**src/rtl/dtws_pkg.sv**
```systemverilog
package dtws_pkg;

  // Field and register widths
  localparam int VOLUME_W  = 12;
  localparam int PWM_W     = 12;
  localparam int STEP_W    = 26;
  localparam int CFG_IDX_W = 2;

  // Sine table
  localparam int TABLE_SIZE = 1000;
  localparam int SINE_W     = 16;
  localparam int IDX_W      = $clog2(TABLE_SIZE);
  localparam int FRAC_W     = 16;
  localparam int PHASE_W    = IDX_W + FRAC_W;

  // Mixer arithmetic
  localparam int SUM_W      = SINE_W + 1;
  localparam int PROD_W     = SUM_W + VOLUME_W + 1;
  localparam int SCALE_SH   = 18;
  localparam int PWM_OFFSET = 1200;

  localparam logic [PHASE_W:0] PHASE_LIMIT = (PHASE_W + 1)'(TABLE_SIZE) << FRAC_W;

  // Register indexes
  localparam logic [CFG_IDX_W-1:0] REG_STEP_A = CFG_IDX_W'(0);
  localparam logic [CFG_IDX_W-1:0] REG_STEP_B = CFG_IDX_W'(1);

  typedef logic [VOLUME_W-1:0]       volume_t;
  typedef logic [PWM_W-1:0]          pwm_t;
  typedef logic [STEP_W-1:0]         step_t;
  typedef logic [CFG_IDX_W-1:0]      cfg_idx_t;
  typedef logic [PHASE_W-1:0]        phase_t;
  typedef logic [IDX_W-1:0]          tidx_t;
  typedef logic signed [SINE_W-1:0]  sine_t;
  typedef logic signed [PROD_W-1:0]  prod_t;

  typedef sine_t sine_rom_t [TABLE_SIZE];

  typedef enum logic {
    ST_FILL,
    ST_RUN
  } state_t;

  // Read-port addresses handed from the phase unit to the table memory
  typedef struct packed {
    tidx_t addr_a;
    tidx_t addr_b;
  } tbl_rd_t;

  localparam longint unsigned HALF_PI_Q62 = 64'h6487ED5110B4611A;
  localparam longint unsigned HALF_PI_QUO = HALF_PI_Q62 / TABLE_SIZE;
  localparam longint unsigned HALF_PI_REM = HALF_PI_Q62 % TABLE_SIZE;

  // Taylor divisors (2k)(2k+1) for k = 1..13
  localparam longint unsigned TAYLOR_DIV [13] = '{
    64'd6,   64'd20,  64'd42,  64'd72,  64'd110, 64'd156, 64'd210,
    64'd272, 64'd342, 64'd420, 64'd506, 64'd600, 64'd702
  };

  // (a * b) >> 62, keeping 64 bits
  function automatic longint unsigned mul_q62(longint unsigned a, longint unsigned b);
    logic [127:0] p;
    p = {64'd0, a} * {64'd0, b};
    return p[125:62];
  endfunction

  // trunc(32767 * sin(2*pi*i/TABLE_SIZE)), Taylor series in Q62
  function automatic sine_t sine_entry(int unsigned i);
    longint unsigned t;
    longint unsigned x;
    longint unsigned x2;
    longint unsigned term;
    longint unsigned acc;
    longint unsigned m;
    logic            neg;
    sine_t           res;
    neg = 1'b0;
    t   = 64'(4 * i);
    if (t >= 64'(2 * TABLE_SIZE)) begin
      neg = 1'b1;
      t   = t - 64'(2 * TABLE_SIZE);
    end
    if (t > 64'(TABLE_SIZE)) begin
      t = 64'(2 * TABLE_SIZE) - t;
    end
    if (t == 64'd0) begin
      m = 64'd0;
    end else if (t == 64'(TABLE_SIZE)) begin
      m = 64'd32767;
    end else begin
      x    = HALF_PI_QUO * t + (HALF_PI_REM * t) / TABLE_SIZE;
      x2   = mul_q62(x, x);
      term = x;
      acc  = x;
      for (int k = 1; k <= 13; k++) begin
        term = mul_q62(term, x2) / TAYLOR_DIV[k - 1];
        if ((k % 2) == 1) begin
          acc = acc - term;
        end else begin
          acc = acc + term;
        end
      end
      m = mul_q62(acc, 64'd32767);
    end
    res = m[SINE_W-1:0];
    if (neg) begin
      res = -res;
    end
    return res;
  endfunction

  function automatic sine_rom_t build_sine_rom();
    sine_rom_t tbl;
    for (int i = 0; i < TABLE_SIZE; i++) begin
      tbl[i] = sine_entry(i);
    end
    return tbl;
  endfunction

  localparam sine_rom_t SINE_ROM = build_sine_rom();

endpackage

```
**src/rtl/dtws_out_if.sv**
```systemverilog
interface dtws_out_if;
  logic            valid;
  logic            ready;
  dtws_pkg::pwm_t  pwm_compare;

  modport source (output valid, output pwm_compare, input ready);
  modport sink   (input valid, input pwm_compare, output ready);
endinterface

```
**src/rtl/dtws_mix.sv**
```systemverilog
module dtws_mix (
  input  logic               clk,
  input  logic               rst_n,
  input  logic               in_fire,
  input  dtws_pkg::volume_t  volume,
  input  dtws_pkg::sine_t    word_a,
  input  dtws_pkg::sine_t    word_b,
  output logic               take_ok,
  dtws_out_if.source         out
);

  logic                         v1_r, v1_nxt;
  logic                         v2_r, v2_nxt;
  logic                         ov_r, ov_nxt;
  dtws_pkg::volume_t            vol1_r;
  dtws_pkg::prod_t              prod_r;
  dtws_pkg::pwm_t               pwm_r;
  logic                         en1;
  logic                         en2;
  logic signed [dtws_pkg::SUM_W-1:0]        sum_s;
  logic signed [dtws_pkg::VOLUME_W:0]       vol_s;
  dtws_pkg::prod_t              prod_nxt;
  dtws_pkg::prod_t              shifted;
  dtws_pkg::pwm_t               pwm_nxt;

  // Each stage moves when the one after it is empty or moving
  assign en2     = !ov_r || out.ready;
  assign en1     = !v2_r || en2;
  assign take_ok = !v1_r || en1;

  assign v1_nxt = take_ok ? in_fire : v1_r;
  assign v2_nxt = en1 ? v1_r : v2_r;
  assign ov_nxt = en2 ? v2_r : ov_r;

  assign sum_s    = dtws_pkg::SUM_W'(word_a) + dtws_pkg::SUM_W'(word_b);
  assign vol_s    = $signed({1'b0, vol1_r});
  assign prod_nxt = sum_s * vol_s;

  // Arithmetic shift gives the floor for negative products
  assign shifted = prod_r >>> dtws_pkg::SCALE_SH;
  assign pwm_nxt = shifted[dtws_pkg::PWM_W-1:0] + dtws_pkg::PWM_W'(dtws_pkg::PWM_OFFSET);

  always_ff @(posedge clk) begin
    if (!rst_n) begin
      v1_r <= 1'b0;
      v2_r <= 1'b0;
      ov_r <= 1'b0;
    end else begin
      v1_r <= v1_nxt;
      v2_r <= v2_nxt;
      ov_r <= ov_nxt;
    end
  end

  always_ff @(posedge clk) begin
    if (in_fire) begin
      vol1_r <= volume;
    end
    if (en1 && v1_r) begin
      prod_r <= prod_nxt;
    end
    if (en2 && v2_r) begin
      pwm_r <= pwm_nxt;
    end
  end

  assign out.valid       = ov_r;
  assign out.pwm_compare = pwm_r;

endmodule

```
**src/flat_wrapper.sv**
```systemverilog
// flat-port wrapper written by rule: the top's interface ports become plain ports
module dtws_mix_flat 
  (clk, rst_n, in_fire, volume, word_a, word_b, take_ok, out_valid, out_pwm_compare, out_ready);
  dtws_out_if out_i ();
  input  logic clk;
  input  logic rst_n;
  input  logic in_fire;
  input  dtws_pkg::volume_t volume;
  input  dtws_pkg::sine_t word_a;
  input  dtws_pkg::sine_t word_b;
  output logic take_ok;
  output wire logic [$bits(out_i.valid)-1:0] out_valid;
  output wire logic [$bits(out_i.pwm_compare)-1:0] out_pwm_compare;
  input wire logic [$bits(out_i.ready)-1:0] out_ready;
  assign out_valid = out_i.valid;
  assign out_pwm_compare = out_i.pwm_compare;
  assign out_i.ready = out_ready;
  dtws_mix u_core (.clk(clk), .rst_n(rst_n), .in_fire(in_fire), .volume(volume), .word_a(word_a), .word_b(word_b), .take_ok(take_ok), .out(out_i));
endmodule
```
**config.mk**
```make
export PLATFORM = sky130hd
export DESIGN_NAME = dtws_mix_flat
export DESIGN_NICKNAME = d
export VERILOG_FILES = /design/src/rtl/dtws_pkg.sv /design/src/rtl/dtws_out_if.sv /design/src/rtl/dtws_mix.sv /design/src/flat_wrapper.sv
export SDC_FILE = /design/constraint.sdc
export NUM_CORES = 1
export LEC_CHECK = 0
export ABC_AREA = 1
export BUFFER_PORTS_ARGS = -buffer_cell sky130_fd_sc_hd__buf_4
export CAP_MARGIN = 0
export CORE_MARGIN = 1
export CORE_UTILIZATION = 35
export CTS_CLUSTER_SIZE = 16
export DETAILED_ROUTE_END_ITERATION = 6
export PLACE_DENSITY = 0.52
export SLEW_MARGIN = 15
export SYNTH_ARGS = -nofsm -noshare
export SYNTH_HDL_FRONTEND = slang
export SYNTH_SLANG_ARGS = --single-unit
```
**constraint.sdc**
```tcl
create_clock -name clk -period 22.1 [get_ports clk]
set_input_delay 4.42 -clock clk [delete_from_list [all_inputs] [get_ports clk]]
set_output_delay 4.42 -clock clk [all_outputs]
set_load 0.05 [all_outputs]
```
==> metrics.md, run 1 <==
| Metric | Value |
|---|---|
| Number of synthesized register bits | 39 |
| Port Buffers | 61 |
| Highest clock rate | 92.16 MHz |
| Post-synth EDFFs | 36 |
| Register area share after synthesis | 11.19% |
| Mapped Cells | 1311 |
| Slew Viols, Final | 0 |
| CORE AREA | 28700 µm² |
| Max-capacitance violation count | 0 |
| Die ar. | 29810 µm² |
| Die height | 172.7 µm |
| TritonCTS Buffers | 5 |
| GRT overflow | 0 |
| Synthesis Warnings | 0 |
| Crit share post-route | 49.10% |
| Worst min path class | reg -> reg |
| Final nets | 1678 |
| Netlist Area Pre-Place | 10190 µm² |
| Placed cell area | 11050 µm² |
| Cts hold-fix bufs | 0 |
| Max FO, Critical Path | 12 |
| Clock Skews | 0.01164 ns |
| Fraction of layout cells with a size suffix above 1 | 7.568% |
| Largest net degree at the start of global routing | 18 |
| Insertion delay to the later sink of the worst-skew pair | 0.30 ns |
| Post-CTS sizing | 0 |
| Slew headroom | 44.51% |
| Util after Layout | 39.18% |
| Setup TNS | 0 ns |
| Startpoint Class | primary input |
| DR iter-0 viols | 544 |
| First-pass GRT wire length | 44010 µm |
| Starting Density | 35.52% |
| Clock transition at path regs | 0.07 ns |
| Final Setup Violations | 0 |
| Critical Path RT | 22.16 ns |
| CP Class | in -> reg |
| Post-Route WL | 25890 µm |
| RePlAce Congestion | 0.8872 |
| Sink Count | 39 |
| Crit end category | flip-flop |
| Routed WL per cell | 14.84 µm |
| # rows | 62 |
| CTS H-tree lvls | 2 |
| GRT Util Overall | 18.68% |
| Hold Slack | 0.4210 ns |
| Detailed placement HPWL | 22610 µm |
| Initial antenna violation count | 0 |
| I/O pin cnt | 62 |
| Vias in the first global route | 8522 |
| CP max-delay cell | fa_1 |
| Design area | 11250 µm² |
| Total area of sequential cells | 1141 µm² |
| Worst-Margin Slew | 0.8324 ns |
| Die extent in x | 172.7 µm |
| TritonCTS clock tree | done |
| Antenna-violating nets left | 0 |
| Vias | 8175 |
| Most frequent CP cell | fa_1 |
| Yosys cell types | 37 |
| Diodes inserted | 0 |
| Clk root buf | clkbuf_16 |
| Setup bufs post-CTS | 0 |
| Drt drc | 0 |
| Commonest cells after routing, fill and taps aside | inv_1, nand2_1, fa_1 |
| Commonest non-fill, non-tap cell in the layout | inv_1 |
| Top_reg_cell synth | edfxtp_1 |
| Status | finished clean |
| Area delta synth->final | 10.32% |
| Min Tclk post-route | 10.85 ns |
| RSZ-0062 raised after global routing | no |
| Clk buf depth | 2 |
| Multi-input gate area | 7552 µm² |
| DR pass1 iterations | 6 |
| Vias per cell | 4.685 |
| Max incr delay on CP | 0.68 ns |
| Hold Fails Final Rpt | 0 |
| Post-Syn Nets | 1629 |
| Syn Area/Cell | 7.776 µm² |
| Ys async rst share | 0% |
| # fillers | 3057 |
| Critical Path AT | 10.91 ns |
-- kinds of logic (layout without fill, tap and decap cells) --
group	after synthesis	after routing	share of synthesized area [%]
compound gates	85	85	4.541
xor+xnor	19	19	1.780
fa+ha+maj	270	270	46.69
buf+inv	393	443	14.76
flops	39	39	11.19
simple gates	505	505	21.04
-- per-layer routing --
| metal | part of all wire (%) | global-route usage (%) | vias to the layer above |
|---|---|---|---|
| li1 | - | - | 3989 |
| met2 | 49 | 32.49 | 175 |
| met5 | 0 | 0 | - |
| met1 | 45 | 25.78 | 3994 |
| met4 | 0.95 | 2.839 | 0 |
| met3 | 4.8 | 1.583 | 17 |
-- per-stage QoR --
| stage | instances | setup WS, ns |
|---|---|---|
| floorplan | 1311 | 11.81 |
| global placement | 1737 | 10.98 |
| detailed placement | 1737 | 10.95 |
| CTS | 1745 | 11.26 |
| global route | 1745 | 10.77 |
| finish | 1745 | 11.25 |
-- worst paths after layout --
check	startpoint	end	slack [ns]	depth (start not counted)
worst min-delay path	u_core.prod_r[19]	u_core.out.pwm_compare[1]	0.42	0
worst max register to register	u_core.vol1_r[5]	u_core.prod_r[25]	16.26	17
worst min register to register	u_core.prod_r[19]	u_core.out.pwm_compare[1]	0.42	0
worst max-delay path	word_a[0]	u_core.prod_r[25]	11.25	27
-- critical path, delay by kind of cell --
| family | cells | cell delay, ns |
|---|---|---|
| AOI/OAI and AO/OA | 1 | 0.17 |
| adders and majority gates | 8 | 3.73 |
| buffers and inverters | 5 | 0.38 |
| and+or+nand+nor | 13 | 2.19 |
-- cells in the mapped netlist, types with 2 or more instances --
cell	instances	area (µm²)
nand3_1	95	475.5
clkinv_1	4	15.01
a21oi_2	2	17.52
nand3_2	5	50.05
clkbuf_1	16	60.06
xnor2_1	7	61.31
xor2_1	10	87.58
edfxtp_1	36	1081
fa_1	184	3684
nand3b_1	3	22.52
nand2_1	241	904.6
buf_2	3	15.01
o21bai_1	5	37.54
inv_1	365	1370
dfxtp_1	3	60.06
nand2_2	11	68.82
a21oi_1	50	250.2
a21o_1	3	22.52
o21ai_2	2	17.52
or2_1	3	18.77
nand4_1	7	43.79
o21ai_0	21	105.1
ha_1	86	1076
nor2_1	128	480.5
xor2_2	2	32.53
or2_2	3	18.77
buf_6	3	33.78
nor3_1	4	20.02
-- state kept, by name, indices dropped and copies added, names as in the netlist --
register	count
u_core.out.valid	1
u_core.v1_r	1
u_core.vol1_r	12
u_core.prod_r	12
u_core.v2_r	1
u_core.out.pwm_compare	12
-- final cells by class --
cell class / instances / share of cell area [%]
multi-input combinational: 879 / 67.15
inverter: 370 / 12.35
sequential: 39 / 10.15
timing repair buffer: 65 / 4.339
tap: 384 / 4.272
clock buffer: 5 / 1.112
clock inverter: 3 / 0.6341
Power of run 1 is not shown: default switching activity piles up to over one toggle a cycle in this logic, so the estimate is an artifact.
==> run 2, diff against run 1 <==
clock period = 11 ns   (was 22.1 ns; I/O delays follow)
==> run 2 against run 1 <==
  * Clock-buffer cell count is the same
  * Worst hold slack worse by 0.0035 ns
  * First-iteration DRC count rose by 5.1%
  * Final area unchanged
  * Global-route usage increased by 0.092 points
  * Setup slack got worse by 8.9 ns
  * Cell count did not move
  * Utilization is the same
  * Clock skew fell by 0.0034 ns
  * Sequential share of layout area is the same
  * Sequential cell count is the same
  * Critical path depth unchanged
==> metrics.md, run 2 (synthesized netlist as in run 1, its figures left out) <==
| Metric | Value |
|---|---|
| Critical Path RT | 11.05 ns (-11.11 ns) |
| Area delta synth->final | 10.32% (unchanged) |
| Worst-Margin Slew | 0.8382 ns (+0.005796 ns) |
| Slew headroom | 44.12% (-0.39 points) |
| Clock transition at path regs | 0.06 ns (about the same) |
| # rows | 62 (unchanged) |
| Starting Density | 35.52% (unchanged) |
| Vias in the first global route | 8600 (+0.92%) |
| I/O pin cnt | 62 (unchanged) |
| Largest net degree at the start of global routing | 18 (unchanged) |
| Commonest non-fill, non-tap cell in the layout | inv_1 |
| Clk buf depth | 2 (unchanged) |
| Slew Viols, Final | 0 (unchanged) |
| Status | finished clean |
| Drt drc | 0 (unchanged) |
| Cts hold-fix bufs | 0 (unchanged) |
| Detailed placement HPWL | 22650 µm (+0.18%) |
| Post-CTS sizing | 0 (unchanged) |
| Insertion delay to the later sink of the worst-skew pair | 0.30 ns (about the same) |
| Clk root buf | clkbuf_16 |
| GRT overflow | 0 (unchanged) |
| Setup bufs post-CTS | 0 (unchanged) |
| Routed WL per cell | 14.88 µm (+0.30%) |
| Max FO, Critical Path | 12 (unchanged) |
| Diodes inserted | 0 (unchanged) |
| Port Buffers | 61 (unchanged) |
| First-pass GRT wire length | 44270 µm (+0.60%) |
| Vias per cell | 4.697 (+0.26%) |
| CP Class | in -> reg |
| Initial antenna violation count | 0 (unchanged) |
| Commonest cells after routing, fill and taps aside | inv_1, nand2_1, fa_1 |
| Multi-input gate area | 7552 µm² (unchanged) |
| Hold Fails Final Rpt | 0 (unchanged) |
| RePlAce Congestion | 0.8870 (about the same) |
| Die height | 172.7 µm (unchanged) |
| CORE AREA | 28700 µm² (unchanged) |
| Setup TNS | 0 ns (unchanged) |
| Highest clock rate | 115.6 MHz |
| Startpoint Class | primary input |
| Post-Route WL | 25970 µm (+0.30%) |
| Total area of sequential cells | 1141 µm² (unchanged) |
| RSZ-0062 raised after global routing | no |
| Critical Path AT | 8.70 ns (-2.21 ns) |
| Fraction of layout cells with a size suffix above 1 | 7.568% (unchanged) |
| Crit end category | flip-flop |
| Clock Skews | 0.008236 ns (-0.003409 ns) |
| Antenna-violating nets left | 0 (unchanged) |
| CTS H-tree lvls | 2 (unchanged) |
| Crit share post-route | 78.62% |
| Die extent in x | 172.7 µm (unchanged) |
| TritonCTS clock tree | done |
| Final nets | 1678 (unchanged) |
| # fillers | 3083 (+0.85%) |
| TritonCTS Buffers | 5 (unchanged) |
| DR pass1 iterations | 5 (-1) |
| Die ar. | 29810 µm² (unchanged) |
| Worst min path class | reg -> reg |
| GRT Util Overall | 18.78% (+0.092 points) |
| DR iter-0 viols | 572 (+5.1%) |
| Max-capacitance violation count | 0 (unchanged) |
| Hold Slack | 0.4176 ns (-0.003486 ns) |
| Final Setup Violations | 0 (unchanged) |
| Sink Count | 39 (unchanged) |
| Min Tclk post-route | 8.649 ns |
| Vias | 8196 (+0.26%) |
| R2r setup slk | 5.13 ns (-11.13 ns) |
[run 2: final timing paths]
path	start	to	cells past startpoint
max	word_a[0]	u_core.prod_r[25]	27
min	u_core.prod_r[19]	u_core.out.pwm_compare[1]	0
max reg2reg	u_core.vol1_r[5]	u_core.prod_r[25]	17
min reg2reg	u_core.prod_r[19]	u_core.out.pwm_compare[1]	0
[run 2: area by class of cell]
| cell class | count | share of cell area, % |
|---|---|---|
| tap | 384 | 4.272 |
| sequential | 39 | 10.15 |
| inverter | 370 | 12.35 |
| clock inverter | 3 | 0.6341 |
| timing repair buffer | 65 | 4.339 |
| clock buffer | 5 | 1.112 |
| multi-input combinational | 879 | 67.15 |
[run 2: per-stage QoR]
stage	util, %	area (µm²)	setup WS (ns)	instances
after global placement	38.49	11050	2.099	1737
after detailed placement	38.49	11050	2.091	1737
final	39.18	11250	2.351	1745
after global routing	39.18	11250	1.898	1745
after floorplan	-	10190	2.928	1311
after CTS	39.17	11240	2.369	1745
[run 2: critical path, cell delays in order]
cell,delay [ns]
buf_4,0.08
ha_1,0.16
inv_1,0.08
fa_1,0.43
nand3b_1,0.19
nand2_1,0.13
nand3_1,0.11
nand2_2,0.12
nand3_2,0.09
nand3_1,0.35
nand3_1,0.28
fa_1,0.69
inv_1,0.12
fa_1,0.51
fa_1,0.44
fa_1,0.56
inv_1,0.06
fa_1,0.53
inv_1,0.04
ha_1,0.41
nand2_1,0.14
nor2_1,0.29
nand2_1,0.15
nor3_1,0.14
o21ai_0,0.20
nand3_1,0.13
nand2_1,0.07
[run 2: routing by layer]
metal | vias up | part of all wire [%] | track usage (%)
li1 | 3988 | - | -
met1 | 3972 | 45 | 25.89
met2 | 209 | 49 | 32.27
met3 | 27 | 4.4 | 1.473
met4 | 0 | 1.6 | 3.909
met5 | - | 0 | 0
Power of run 2 is left out for the same reason.
