`config.mk`:
```
export PLATFORM = sky130hd
export DESIGN_NAME = dtws_phase_flat
export DESIGN_NICKNAME = d
export VERILOG_FILES = /design/src/rtl/dtws_pkg.sv /design/src/rtl/dtws_cfg_if.sv /design/src/rtl/dtws_phase.sv /design/src/flat_wrapper.sv
export SDC_FILE = /design/constraint.sdc
export NUM_CORES = 1
export LEC_CHECK = 0
export ABC_AREA = 1
export ABC_CLOCK_PERIOD_IN_PS = 9180
export BUFFER_PORTS_ARGS = -buffer_cell sky130_fd_sc_hd__clkbuf_2
export CORE_AREA = 2 2 136 138
export DETAILED_ROUTE_END_ITERATION = 6
export DIE_AREA = 0 0 138 140
export PLACE_DENSITY = 0.69
export SYNTH_ARGS = -nofsm -noshare
export SYNTH_HDL_FRONTEND = slang
export SYNTH_SLANG_ARGS = --single-unit
```
`constraint.sdc`:
```
create_clock -name clk -period 9.18 [get_ports clk]
set_input_delay 1.377 -clock clk [delete_from_list [all_inputs] [get_ports clk]]
set_output_delay 1.377 -clock clk [all_outputs]
set_load 0.005 [all_outputs]
```
`src/rtl/dtws_pkg.sv`:
```
package dtws_pkg;

  // Field and register widths
  localparam int VOLUME_W  = 12;
  localparam int PWM_W     = 12;
  localparam int STEP_W    = 26;
  localparam int CFG_IDX_W = 2;

  // Sine table
  localparam int TABLE_SIZE = 1000;
  localparam int SINE_W     = 16;
  localparam int IDX_W      = $clog2(TABLE_SIZE);
  localparam int FRAC_W     = 16;
  localparam int PHASE_W    = IDX_W + FRAC_W;

  // Mixer arithmetic
  localparam int SUM_W      = SINE_W + 1;
  localparam int PROD_W     = SUM_W + VOLUME_W + 1;
  localparam int SCALE_SH   = 18;
  localparam int PWM_OFFSET = 1200;

  localparam logic [PHASE_W:0] PHASE_LIMIT = (PHASE_W + 1)'(TABLE_SIZE) << FRAC_W;

  // Register indexes
  localparam logic [CFG_IDX_W-1:0] REG_STEP_A = CFG_IDX_W'(0);
  localparam logic [CFG_IDX_W-1:0] REG_STEP_B = CFG_IDX_W'(1);

  typedef logic [VOLUME_W-1:0]       volume_t;
  typedef logic [PWM_W-1:0]          pwm_t;
  typedef logic [STEP_W-1:0]         step_t;
  typedef logic [CFG_IDX_W-1:0]      cfg_idx_t;
  typedef logic [PHASE_W-1:0]        phase_t;
  typedef logic [IDX_W-1:0]          tidx_t;
  typedef logic signed [SINE_W-1:0]  sine_t;
  typedef logic signed [PROD_W-1:0]  prod_t;

  typedef sine_t sine_rom_t [TABLE_SIZE];

  typedef enum logic {
    ST_FILL,
    ST_RUN
  } state_t;

  // Read-port addresses handed from the phase unit to the table memory
  typedef struct packed {
    tidx_t addr_a;
    tidx_t addr_b;
  } tbl_rd_t;

  localparam longint unsigned HALF_PI_Q62 = 64'h6487ED5110B4611A;
  localparam longint unsigned HALF_PI_QUO = HALF_PI_Q62 / TABLE_SIZE;
  localparam longint unsigned HALF_PI_REM = HALF_PI_Q62 % TABLE_SIZE;

  // Taylor divisors (2k)(2k+1) for k = 1..13
  localparam longint unsigned TAYLOR_DIV [13] = '{
    64'd6,   64'd20,  64'd42,  64'd72,  64'd110, 64'd156, 64'd210,
    64'd272, 64'd342, 64'd420, 64'd506, 64'd600, 64'd702
  };

  // (a * b) >> 62, keeping 64 bits
  function automatic longint unsigned mul_q62(longint unsigned a, longint unsigned b);
    logic [127:0] p;
    p = {64'd0, a} * {64'd0, b};
    return p[125:62];
  endfunction

  // trunc(32767 * sin(2*pi*i/TABLE_SIZE)), Taylor series in Q62
  function automatic sine_t sine_entry(int unsigned i);
    longint unsigned t;
    longint unsigned x;
    longint unsigned x2;
    longint unsigned term;
    longint unsigned acc;
    longint unsigned m;
    logic            neg;
    sine_t           res;
    neg = 1'b0;
    t   = 64'(4 * i);
    if (t >= 64'(2 * TABLE_SIZE)) begin
      neg = 1'b1;
      t   = t - 64'(2 * TABLE_SIZE);
    end
    if (t > 64'(TABLE_SIZE)) begin
      t = 64'(2 * TABLE_SIZE) - t;
    end
    if (t == 64'd0) begin
      m = 64'd0;
    end else if (t == 64'(TABLE_SIZE)) begin
      m = 64'd32767;
    end else begin
      x    = HALF_PI_QUO * t + (HALF_PI_REM * t) / TABLE_SIZE;
      x2   = mul_q62(x, x);
      term = x;
      acc  = x;
      for (int k = 1; k <= 13; k++) begin
        term = mul_q62(term, x2) / TAYLOR_DIV[k - 1];
        if ((k % 2) == 1) begin
          acc = acc - term;
        end else begin
          acc = acc + term;
        end
      end
      m = mul_q62(acc, 64'd32767);
    end
    res = m[SINE_W-1:0];
    if (neg) begin
      res = -res;
    end
    return res;
  endfunction

  function automatic sine_rom_t build_sine_rom();
    sine_rom_t tbl;
    for (int i = 0; i < TABLE_SIZE; i++) begin
      tbl[i] = sine_entry(i);
    end
    return tbl;
  endfunction

  localparam sine_rom_t SINE_ROM = build_sine_rom();

endpackage

```
`src/rtl/dtws_cfg_if.sv`:
```
interface dtws_cfg_if;
  logic                valid;
  logic                ready;
  dtws_pkg::cfg_idx_t  index;
  dtws_pkg::step_t     data;

  modport source (output valid, output index, output data, input ready);
  modport sink   (input valid, input index, input data, output ready);
endinterface

```
`src/rtl/dtws_phase.sv`:
```
module dtws_phase (
  input  logic               clk,
  input  logic               rst_n,
  dtws_cfg_if.sink           cfg,
  input  logic               advance,
  output dtws_pkg::tbl_rd_t  tbl_rd
);

  dtws_pkg::phase_t step_a_r, step_a_nxt;
  dtws_pkg::phase_t step_b_r, step_b_nxt;
  dtws_pkg::phase_t phase_a_r, phase_a_nxt;
  dtws_pkg::phase_t phase_b_r, phase_b_nxt;
  dtws_pkg::phase_t step_red;
  logic             cfg_wr;
  logic             wr_a;
  logic             wr_b;
  logic             clr;

  // (p + s) mod limit, with p and s both below the limit
  function automatic dtws_pkg::phase_t wrap_add(dtws_pkg::phase_t p, dtws_pkg::phase_t s);
    logic [dtws_pkg::PHASE_W:0] t;
    logic [dtws_pkg::PHASE_W:0] d;
    t = {1'b0, p} + {1'b0, s};
    d = t - dtws_pkg::PHASE_LIMIT;
    return (t >= dtws_pkg::PHASE_LIMIT) ? d[dtws_pkg::PHASE_W-1:0]
                                        : t[dtws_pkg::PHASE_W-1:0];
  endfunction

  assign cfg.ready = 1'b1;
  assign cfg_wr    = cfg.valid && cfg.ready;
  assign wr_a      = cfg_wr && (cfg.index == dtws_pkg::REG_STEP_A);
  assign wr_b      = cfg_wr && (cfg.index == dtws_pkg::REG_STEP_B);
  assign clr       = (cfg.data == '0);

  // Steps are kept reduced modulo the limit so one wrap per tick suffices
  always_comb begin
    if ({1'b0, cfg.data} >= dtws_pkg::PHASE_LIMIT) begin
      step_red = dtws_pkg::PHASE_W'({1'b0, cfg.data} - dtws_pkg::PHASE_LIMIT);
    end else begin
      step_red = dtws_pkg::PHASE_W'(cfg.data);
    end
  end

  always_comb begin
    step_a_nxt = wr_a ? step_red : step_a_r;
    step_b_nxt = wr_b ? step_red : step_b_r;
    if (advance) begin
      phase_a_nxt = wrap_add(phase_a_r, step_a_r);
      phase_b_nxt = wrap_add(phase_b_r, step_b_r);
    end else begin
      phase_a_nxt = (wr_a && clr) ? '0 : phase_a_r;
      phase_b_nxt = (wr_b && clr) ? '0 : phase_b_r;
    end
  end

  // Table read follows next phase; without advance it reads held entry or entry 0
  assign tbl_rd.addr_a = phase_a_nxt[dtws_pkg::PHASE_W-1:dtws_pkg::FRAC_W];
  assign tbl_rd.addr_b = phase_b_nxt[dtws_pkg::PHASE_W-1:dtws_pkg::FRAC_W];

  always_ff @(posedge clk) begin
    if (!rst_n) begin
      step_a_r  <= '0;
      step_b_r  <= '0;
      phase_a_r <= '0;
      phase_b_r <= '0;
    end else begin
      step_a_r  <= step_a_nxt;
      step_b_r  <= step_b_nxt;
      phase_a_r <= phase_a_nxt;
      phase_b_r <= phase_b_nxt;
    end
  end

endmodule

```
`src/flat_wrapper.sv`:
```
// flat-port wrapper written by rule: the top's interface ports become plain ports
module dtws_phase_flat 
  (clk, rst_n, advance, tbl_rd, cfg_valid, cfg_index, cfg_data, cfg_ready);
  dtws_cfg_if cfg_i ();
  input  logic clk;
  input  logic rst_n;
  input  logic advance;
  output dtws_pkg::tbl_rd_t tbl_rd;
  input wire logic [$bits(cfg_i.valid)-1:0] cfg_valid;
  input wire logic [$bits(cfg_i.index)-1:0] cfg_index;
  input wire logic [$bits(cfg_i.data)-1:0] cfg_data;
  output wire logic [$bits(cfg_i.ready)-1:0] cfg_ready;
  assign cfg_i.valid = cfg_valid;
  assign cfg_i.index = cfg_index;
  assign cfg_i.data = cfg_data;
  assign cfg_ready = cfg_i.ready;
  dtws_phase u_core (.clk(clk), .rst_n(rst_n), .cfg(cfg_i), .advance(advance), .tbl_rd(tbl_rd));
endmodule
```
==> results of run 1 <==
==> area by class of cell <==
cell class | instances | share of cell area, %
Clock buffer | 11 | 2.60
Clock inverter | 5 | 0.475
Inverter | 261 | 10.1
Multi-Input combinational cell | 1172 | 59.7
Sequential cell | 104 | 21.4
Tap cell | 229 | 2.94
Timing Repair Buffer | 54 | 2.85
==> registers in the layout, summed over array words and instances, names as in the netlist <==
signal            cells
u_core.phase_a_r     26
u_core.phase_b_r     26
u_core.step_b_r      26
u_core.step_a_r      26
==> kinds of logic (layout without fill, tap and decap cells) <==
| family | after synthesis | count (layout) | synth area share (%) |
|---|---|---|---|
| AOI/OAI and AO/OA | 151 | 151 | 8.97 |
| xor gates and xnor gates | 18 | 18 | 1.72 |
| adders and majority gates | 57 | 57 | 7.96 |
| buffers and inverters | 312 | 331 | 13.7 |
| DFF | 104 | 104 | 22.8 |
| other | 1 | 1 | 0.0410 |
| and+or+nand+nor | 945 | 945 | 44.8 |
==> cell usage in the layout, fill, tap and decap left out, types with 3 or more instances in the layout <==
master	count
clkbuf_2	51
ha_1	55
dfxtp_1	104
xor2_1	16
nor2_2	28
nand3b_1	9
buf_4	3
nand3_1	100
and2_1	5
o22ai_1	6
nor2_4	4
inv_1	256
or2_2	3
nand3_2	7
nor2_1	157
nand4_1	30
inv_2	4
a21oi_2	8
nand2_2	28
o21ai_0	57
nor4_1	9
nand2_1	555
a21oi_1	76
clkbuf_16	9
==> per-layer routing <==
layer | GRT usage, % | part of all wire (%)
met1 | 32.2 | 46
met2 | 46.3 | 48
met3 | 2.19 | 2.7
met4 | 8.00 | 2.7
met5 | 0 | 0
==> critical path, stage by stage <==
cell and delay [ns]:
clkbuf_2 0.10, nand3_1 0.07, buf_4 0.23, inv_1 0.42, nand2_1 0.20, nand2_1 0.11, inv_1 0.58, nand2_1 0.19
nand2_1 0.11, clkbuf_2 0.11
==> path summary, 6_finish.rpt <==
kind	start	to
max	cfg_index[0]	tbl_rd[7]
min	u_core.phase_a_r[3]	u_core.phase_a_r[3]
max reg2reg	u_core.phase_a_r[0]	u_core.phase_a_r[21]
min reg2reg	u_core.phase_a_r[3]	u_core.phase_a_r[3]
==> power groups by stage <==
| stage | combinational (mW) | sequential (mW) | clock (mW) |
|---|---|---|---|
| after floorplan | 0.187 | 0.492 | 0 |
| after global placement | 0.241 | 0.498 | 0 |
| after detailed placement | 0.243 | 0.498 | 0 |
| after CTS | 0.245 | 0.488 | 0.393 |
| after global routing | 0.279 | 0.490 | 0.411 |
| final | 0.246 | 0.488 | 0.388 |
==> metrics, run 1 <==
Detail Route Antenna Nets=0; fin. max-slew vios=0; Clock Path Buffers=2; initial DRC count=524; peak supply drop=0.0930 mV; Pre-antenna DRT Iters=7; final setup fails=0; multi-input logic area=5810 sq um; post-layout min period=4.90 ns; Final Util=54.8%; leading register cell type out of synthesis=dfxtp_1; Seq/Total Area, Yosys=22.8%; Antenna diodes=0; Hold Crit Depth=2; Port-buffer cells=51; Worst Setup Start Kind=primary input; die area=19,300 sq um; RSZ-0062 raised after global routing=no; status=finished clean; #FFs+latches synth=104; row cnt=49; pre-CTS setup slack=4.29 ns; clock sink total=104; Routed WL=24,500 um; max cap viols=0; dpl cell area=9440 sq um; power density over the cells=115 nW/um^2; fin cells=1,836; layout cell share with drive strength beyond 1=10.0%; DR vias/cell=5.06; core area=17,800 sq um; grt ovf=0; setup slack after layout=4.28 ns; largest net degree at the start of global routing=57; Die H=140 um; worst hold-check path type=register to register; total track usage=25.5%; ratio of final minimum period to clock period=53.3%; CP required=7.80 ns; Synth area leader=nand2_1; Yosys top cell area share=22.8%; number of flops mapped to enable cells by yosys=0; clk slew on worst S/H paths=0.07 ns; Post-Syn Area=9150 sq um; Post-CTS Hold Fix Bufs=0; Leak=5.34 nW; register area=2080 sq um; crit-path max FO=31; critical setup path kind=primary input to primary output; Fin Hold WS=0.470 ns; Switching Share=32.1%; Reg power frac=43.5%; IO Pins=53; Placer Congestion=0.932; final clock skew=0.0113 ns; count leader, synth=nand2_1; Die W=138 um; Placed Cells=1,820; routed vias=9,281; Reg2Reg Setup Slack=6.01 ns; Num CTS Buffers=9; CTS root buf=clkbuf_16; Distinct cells, synth=38; Ys Warns=0; clk_lat worst skew=0.35 ns; final net count=1,691; final hold vios=0; DRC=0; Arr. time, crit path=3.52 ns; Setup TNS Final=0 ns; Synth area leaders=nand2_1, dfxtp_1, inv_1; CP Capture Type=primary output; worst reg2reg path depth=20; worst slew pin tran=1.11 ns; Initial Util=51.4%; Psw=0.359 mW; async set-reset flop share out of synthesis=0%; Pint=0.762 mW; vias in the first global route=8,799; # fillers=1,905; DP HPWL=19,800 um; Max transition margin=26.0%; Comb power frac=22.0%; Fmax achieved=204 MHz; Synth top cells by count=nand2_1, inv_1, nor2_1; first-pass GRT wire length=41,000 um; post_cts resized=0; initial antenna violation count=0; Pwr Total=1.12 mW; Mean Syn Cell Area=5.76 sq um; clock power share=34.6%; post-route cell area=9740 sq um; Cells after Synth=1,588; Setup Buffers After CTS=0; Area Growth Syn to Fin=6.46%; # H-tree levels=3; Routed wire per std cell=13.4 um; TritonCTS clock tree=built; syn_nets=1,677
Power figures use the tool's default switching activity.
==> run 2: changes to the inputs <==
Settings changed: ABC_CLOCK_PERIOD_IN_PS 9180 to 5100.
Clock period 9.18 ns to 5.1 ns, I/O delays scaled along.
==> run 2 against run 1 <==
Compared with the run above:
- sequential cell count did not move
- die area did not move
- first-iteration DRC count rose by 24%
- routed wire length fell by 1.6%
- via count rose by 0.65%
- global-route usage fell by 0.52 points
- hold slack got worse by 0.00079 ns
- sequential power rose by 80%
- utilization rose by 0.16 points
- register-to-register slack got worse by 4.0 ns
- largest cell class unchanged
- largest power group unchanged
- highest routed layer unchanged
==> metrics, run 2 (synthesis results as in run 1) <==
Placer Congestion=0.928; most used routing layer in global routing=met2; vias in the first global route=8,609; Die W=138 um; initial antenna violation count=0; clock sink total=104; row cnt=49; Initial Util=51.4%; post-layout min period=4.15 ns; Leak=5.36 nW; Buffers & Inverters on Critical Path=4; met1 usage=31.8%; most common cell after layout, fill and taps aside=nand2_1; crit-path max cell delay=0.39 ns; Port-buffer cells=51; largest net degree at the start of global routing=57; Setup Buffers After CTS=0; final clock skew=0.00940 ns; Fin Hold WS=0.469 ns; critical-path cell list=ha_1, inv_1, fa_1, inv_1, nand3_1, nand3_1, nand3_1, nand3_1, nand2_1, nand2_1, ha_1, inv_1, nand2_1, nor2_2, a21oi_4, nand2_4, nand2_1, nand3_1, nand2_1, clkbuf_2; die area=19,300 sq um; Routed wire per std cell=13.1 um; slowest CP cell=fa_1; DR vias/cell=5.08; max cap viols=0; # H-tree levels=3; final hold vios=0; Num CTS Buffers=9; Die H=140 um; CTS root buf=clkbuf_16; clk slew on worst S/H paths=0.07 ns; TritonCTS clock tree=built; Max transition margin=27.4%; IO Pins=53; first-pass GRT wire length=40,200 um; Placed Cells=1,821; worst slew pin tran=1.09 ns; peak supply drop=0.169 mV; Detail Route Antenna Nets=0; CP required=4.34 ns; core area=17,800 sq um; commonest non-fill, non-tap cells in the layout=nand2_1, inv_1, nor2_1; post_cts resized=0; fin. max-slew vios=0; RSZ-0062 raised after global routing=no; CP Capture Type=primary output; Setup TNS Final=0 ns; Antenna diodes=0; Arr. time, crit path=3.39 ns; clk_lat worst skew=0.35 ns; DRC=0; Post-CTS Hold Fix Bufs=0; Routed WL=24,100 um; grt ovf=0; Fmax achieved=241 MHz; Clock Path Buffers=2; layout cell share with drive strength beyond 1=10.1%; DP HPWL=19,800 um; final net count=1,692; routed vias=9,341; # fillers=1,890; met3 Usage GRT=2.77%; initial DRC count=652; Worst path top cell family by delay=simple AND/OR/NAND/NOR gates; Pwr Total=2.05 mW; crit-path max FO=6; critical setup path kind=register to primary output; ratio of final minimum period to clock period=81.4%; status=finished clean; Final Util=54.9%; fin cells=1,837; Pre-antenna DRT Iters=5; worst hold-check path type=register to register; total track usage=25.0%; met2 usage in global routing=44.4%; Area Growth Syn to Fin=6.77%; final setup fails=0; power density over the cells=210 nW/um^2; Worst Setup Start Kind=register
## run 2: worst paths after layout
kind	startpoint	end	slack (ns)	depth (start not counted)
worst min-delay path	u_core.phase_a_r[11]	u_core.phase_a_r[11]	0.47	2
worst max-delay path	u_core.step_b_r[0]	tbl_rd[4]	0.95	20
worst min register to register	u_core.phase_a_r[11]	u_core.phase_a_r[11]	0.47	2
worst max register to register	u_core.step_b_r[0]	u_core.phase_b_r[21]	2.01	20
## run 2: final cells by class
type	instances	area, sq um	share of cell area, %
Tap cell	229	287	2.93
Timing Repair Buffer	55	285	2.92
Sequential cell	104	2080	21.3
Multi-Input combinational cell	1172	5810	59.5
Clock inverter	5	67.6	0.692
Inverter	261	980	10.0
Clock buffer	11	253	2.59
## run 2: worst register-to-register path, cell delays in order (launching register included)
cell and delay [ns]:
dfxtp_1 0.35, ha_1 0.23, inv_1 0.07, fa_1 0.39, inv_1 0.11, nand3_1 0.07
nand3_1 0.17, nand3_1 0.16, nand3_1 0.14, nand2_1 0.06, nand2_1 0.16, ha_1 0.20
inv_1 0.07, nand2_1 0.08, nor2_2 0.06, a21oi_4 0.24, nand2_4 0.10, nand2_1 0.07
nand2_1 0.07, nand2_2 0.07, a21oi_2 0.06
## run 2: report_power, final
| group | internal [mW] | switching, mW | total [mW] |
|---|---|---|---|
| registers | 0.852 | 0.0255 | 0.877 |
| clock network | 0.416 | 0.314 | 0.730 |
| logic | 0.153 | 0.292 | 0.445 |
| total | 1.42 | 0.631 | 2.05 |
## run 2: layer usage
layer | up-vias | share of wire (%)
met1 | 4171 | 47
met5 | - | 0
li1 | 4949 | -
met4 | 0 | 2.4
met3 | 39 | 3.5
met2 | 182 | 48
## run 2: per-stage QoR
| step | setup slack, ns | area (sq um) |
|---|---|---|
| 2_1_floorplan | 1.75 | 9150 |
| 3_3_place_gp | 1.44 | 9450 |
| 3_5_place_dp | 1.35 | 9450 |
| 4_1_cts | 0.962 | 9770 |
| 5_1_grt | 0.640 | 9770 |
| 6_report | 0.948 | 9770 |
==> run 3: changes to the inputs <==
Settings changed: ABC_AREA 1 to 0, ABC_CLOCK_PERIOD_IN_PS 5100 to 3550, CORE_AREA 2 2 136 138 to 2 2 126 128, DIE_AREA 0 0 138 140 to 0 0 128 130, PLACE_DENSITY 0.69 to 0.72.
Clock period 5.1 ns to 3.55 ns, I/O delays scaled along.
==> run 3 against run 2 <==
Compared with the run above:
- the flow now finishes with violations (setup timing)
- largest power group unchanged
- first-iteration DRC count rose by 15%
- clock power rose by 37%
- sequential share of layout area down 1.5 points
- final area increased by 8.4%
==> metrics, run 3 <==
Ys Warns=0; core area=15,400 sq um; Port-buffer cells=51; initial DRC count=748; clock power share=34.8%; worst slew pin tran=0.962 ns; # fillers=1,240; clk_lat worst skew=0.36 ns; Initial Util=50.8%; clk slew on worst S/H paths=0.08 ns; Num CTS Buffers=9; Routed wire per std cell=17.6 um; Post-CTS Hold Fix Bufs=0; total track usage=29.4%; final setup fails=16; fin. max-slew vios=0; Psw=0.886 mW; #FFs+latches synth=104; Switching Share=30.8%; async set-reset flop share out of synthesis=0%; commonest non-fill, non-tap cells in the layout=buf_4, nand2_1, a21oi_1; row cnt=46; peak supply drop=0.278 mV; RSZ-0062 raised after global routing=yes; first-pass GRT wire length=39,300 um; Seq/Total Area, Yosys=26.6%; Comb power frac=22.4%; count leader, synth=nand2_1; Die H=130 um; Die W=128 um; Synth top cells by count=nand2_1, a21oi_1, dfxtp_1; syn_nets=1,128; Mean Syn Cell Area=7.55 sq um; clock sink total=104; Fmax achieved=227 MHz; grt ovf=0; Routed WL=25,500 um; leading register cell type out of synthesis=dfxtp_1; crit-path max FO=5; DR vias/cell=5.98; Arr. time, crit path=3.87 ns; die area=16,600 sq um; failing checks=setup timing; number of flops mapped to enable cells by yosys=0; Pint=1.99 mW; Synth area leader=dfxtp_1; initial antenna violation count=0; status=finished, violations left; critical setup path kind=register to primary output; final net count=1,342; Placed Cells=1,399; worst hold-check path type=primary input to register; # H-tree levels=3; routed vias=8,675; layout cell share with drive strength beyond 1=33.5%; Synth area leaders=dfxtp_1, ha_1, a21oi_1; Pre-antenna DRT Iters=6; IO Pins=53; CTS root buf=clkbuf_16; Distinct cells, synth=81; ratio of final minimum period to clock period=124%; largest net degree at the start of global routing=44; setup slack after layout=-0.856 ns; Post-Syn Area=7840 sq um; Antenna diodes=0; post-layout min period=4.41 ns; Cells after Synth=1,039; CP required=3.02 ns; Area Growth Syn to Fin=35.0%; final hold vios=0; fin cells=1,450; Clock Path Buffers=2; Worst Setup Start Kind=register; vias in the first global route=8,063; Placer Congestion=0.946; Reg power frac=42.8%; TritonCTS clock tree=built; most common cell after layout, fill and taps aside=buf_4; Leak=4.64 nW; Setup TNS Final=-8.83 ns; Yosys top cell area share=26.6%; power density over the cells=272 nW/um^2; CP Capture Type=primary output; max cap viols=0; Detail Route Antenna Nets=0; final clock skew=0.00988 ns; Max transition margin=35.7%; DP HPWL=17,800 um; DRC=0
[run 3: cell count changes after synthesis, sizes merged, moves of 13 or more]
| cell | previous run | this run |
|---|---|---|
| clkbuf | 28 | 44 |
| o211ai | 0 | 13 |
| inv | 260 | 22 |
| xnor2 | 2 | 18 |
| nand2 | 585 | 157 |
| a22oi | 0 | 16 |
| nand3 | 109 | 22 |
| a21o | 2 | 20 |
| nor2 | 189 | 91 |
| a21oi | 86 | 127 |
| nor3 | 2 | 17 |
[run 3: through the flow]
stage / hold WS (ns) / setup WS (ns) / utilization (%) / total power [mW] / instance area [sq um]
floorplan: 0.436 / -0.195 / - / 1.58 / 7950
global placement: 0.446 / -0.327 / 61.8 / 1.80 / 9530
detailed placement: 0.456 / -0.403 / 61.8 / 1.81 / 9530
CTS: 0.416 / -0.689 / 66.5 / 2.83 / 10300
global route: 0.430 / -0.924 / 68.6 / 2.97 / 10600
finish: 0.429 / -0.856 / 68.6 / 2.88 / 10600
[run 3: area by class of cell]
cell class / count / area (sq um) / area share, %
tap: 192 / 240 / 2.27
inverter: 22 / 87.6 / 0.828
timing repair buffer: 280 / 2050 / 19.4
clock inverter: 7 / 65.1 / 0.615
multi-input combinational: 836 / 5820 / 55.0
sequential: 104 / 2100 / 19.8
clock buffer: 9 / 225 / 2.13
[run 3: worst max-delay path: stages (launching register included)]
cell and delay (ns):
dfxtp_2 0.34, ha_4 0.16, inv_2 0.05, fa_2 0.20
nor2b_2 0.05, o2111a_2 0.33, o31ai_4 0.35, and4b_1 0.26
a311oi_2 0.06, a211oi_1 0.33, nand4_1 0.20, or4_4 0.54
a2111o_1 0.42, nand3_1 0.09, clkbuf_2 0.12
[run 3: logic make-up after synthesis]
kind of cell    after synthesis  synth area share, %
fa+ha+maj                    57                 9.29
flops                       104                 26.6
buf+inv                      99                 6.00
mux                           8                 1.04
xor+xnor                     30                 3.35
other cells                   1               0.0478
simple gates                406                 25.5
compound gates              334                 28.3
[run 3: path summary, 6_finish.rpt]
kind / startpoint / endpoint / slack (ns) / cells after the start
worst max register to register: u_core.step_a_r[0] / u_core.phase_a_r[12] / -0.51 / 29
worst min register to register: u_core.step_b_r[14] / u_core.step_b_r[14] / 0.47 / 2
worst min-delay path: cfg_data[1] / u_core.step_b_r[1] / 0.43 / 3
worst max-delay path: u_core.step_a_r[0] / tbl_rd[16] / -0.86 / 14
[run 3: timing repair]
item                                    CTS  global route
pin swaps                                37            45
buffers inserted                         28            11
endpoints found under the setup margin   15            21
gates resized for setup                  70            70
[run 3: per-layer routing]
| metal | wire length, um | share of wire, % | GRT usage, % | up-vias |
|---|---|---|---|---|
| met4 | 1350 | 5.3 | 16.8 | 0 |
| met1 | 11100 | 44 | 37.5 | 4085 |
| met5 | 0 | 0 | 0 | - |
| li1 | - | - | - | 4208 |
| met3 | 1250 | 4.9 | 2.62 | 82 |
| met2 | 11800 | 46 | 49.3 | 300 |
[run 3: power by group through the flow]
stage / Sequential [mW] / Combinational, mW / Clock, mW
after detailed placement: 1.26 / 0.558 / 0
final: 1.23 / 0.645 / 1.00
after CTS: 1.23 / 0.593 / 1.01
after global routing: 1.23 / 0.692 / 1.05
after global placement: 1.25 / 0.549 / 0
after floorplan: 1.25 / 0.337 / 0
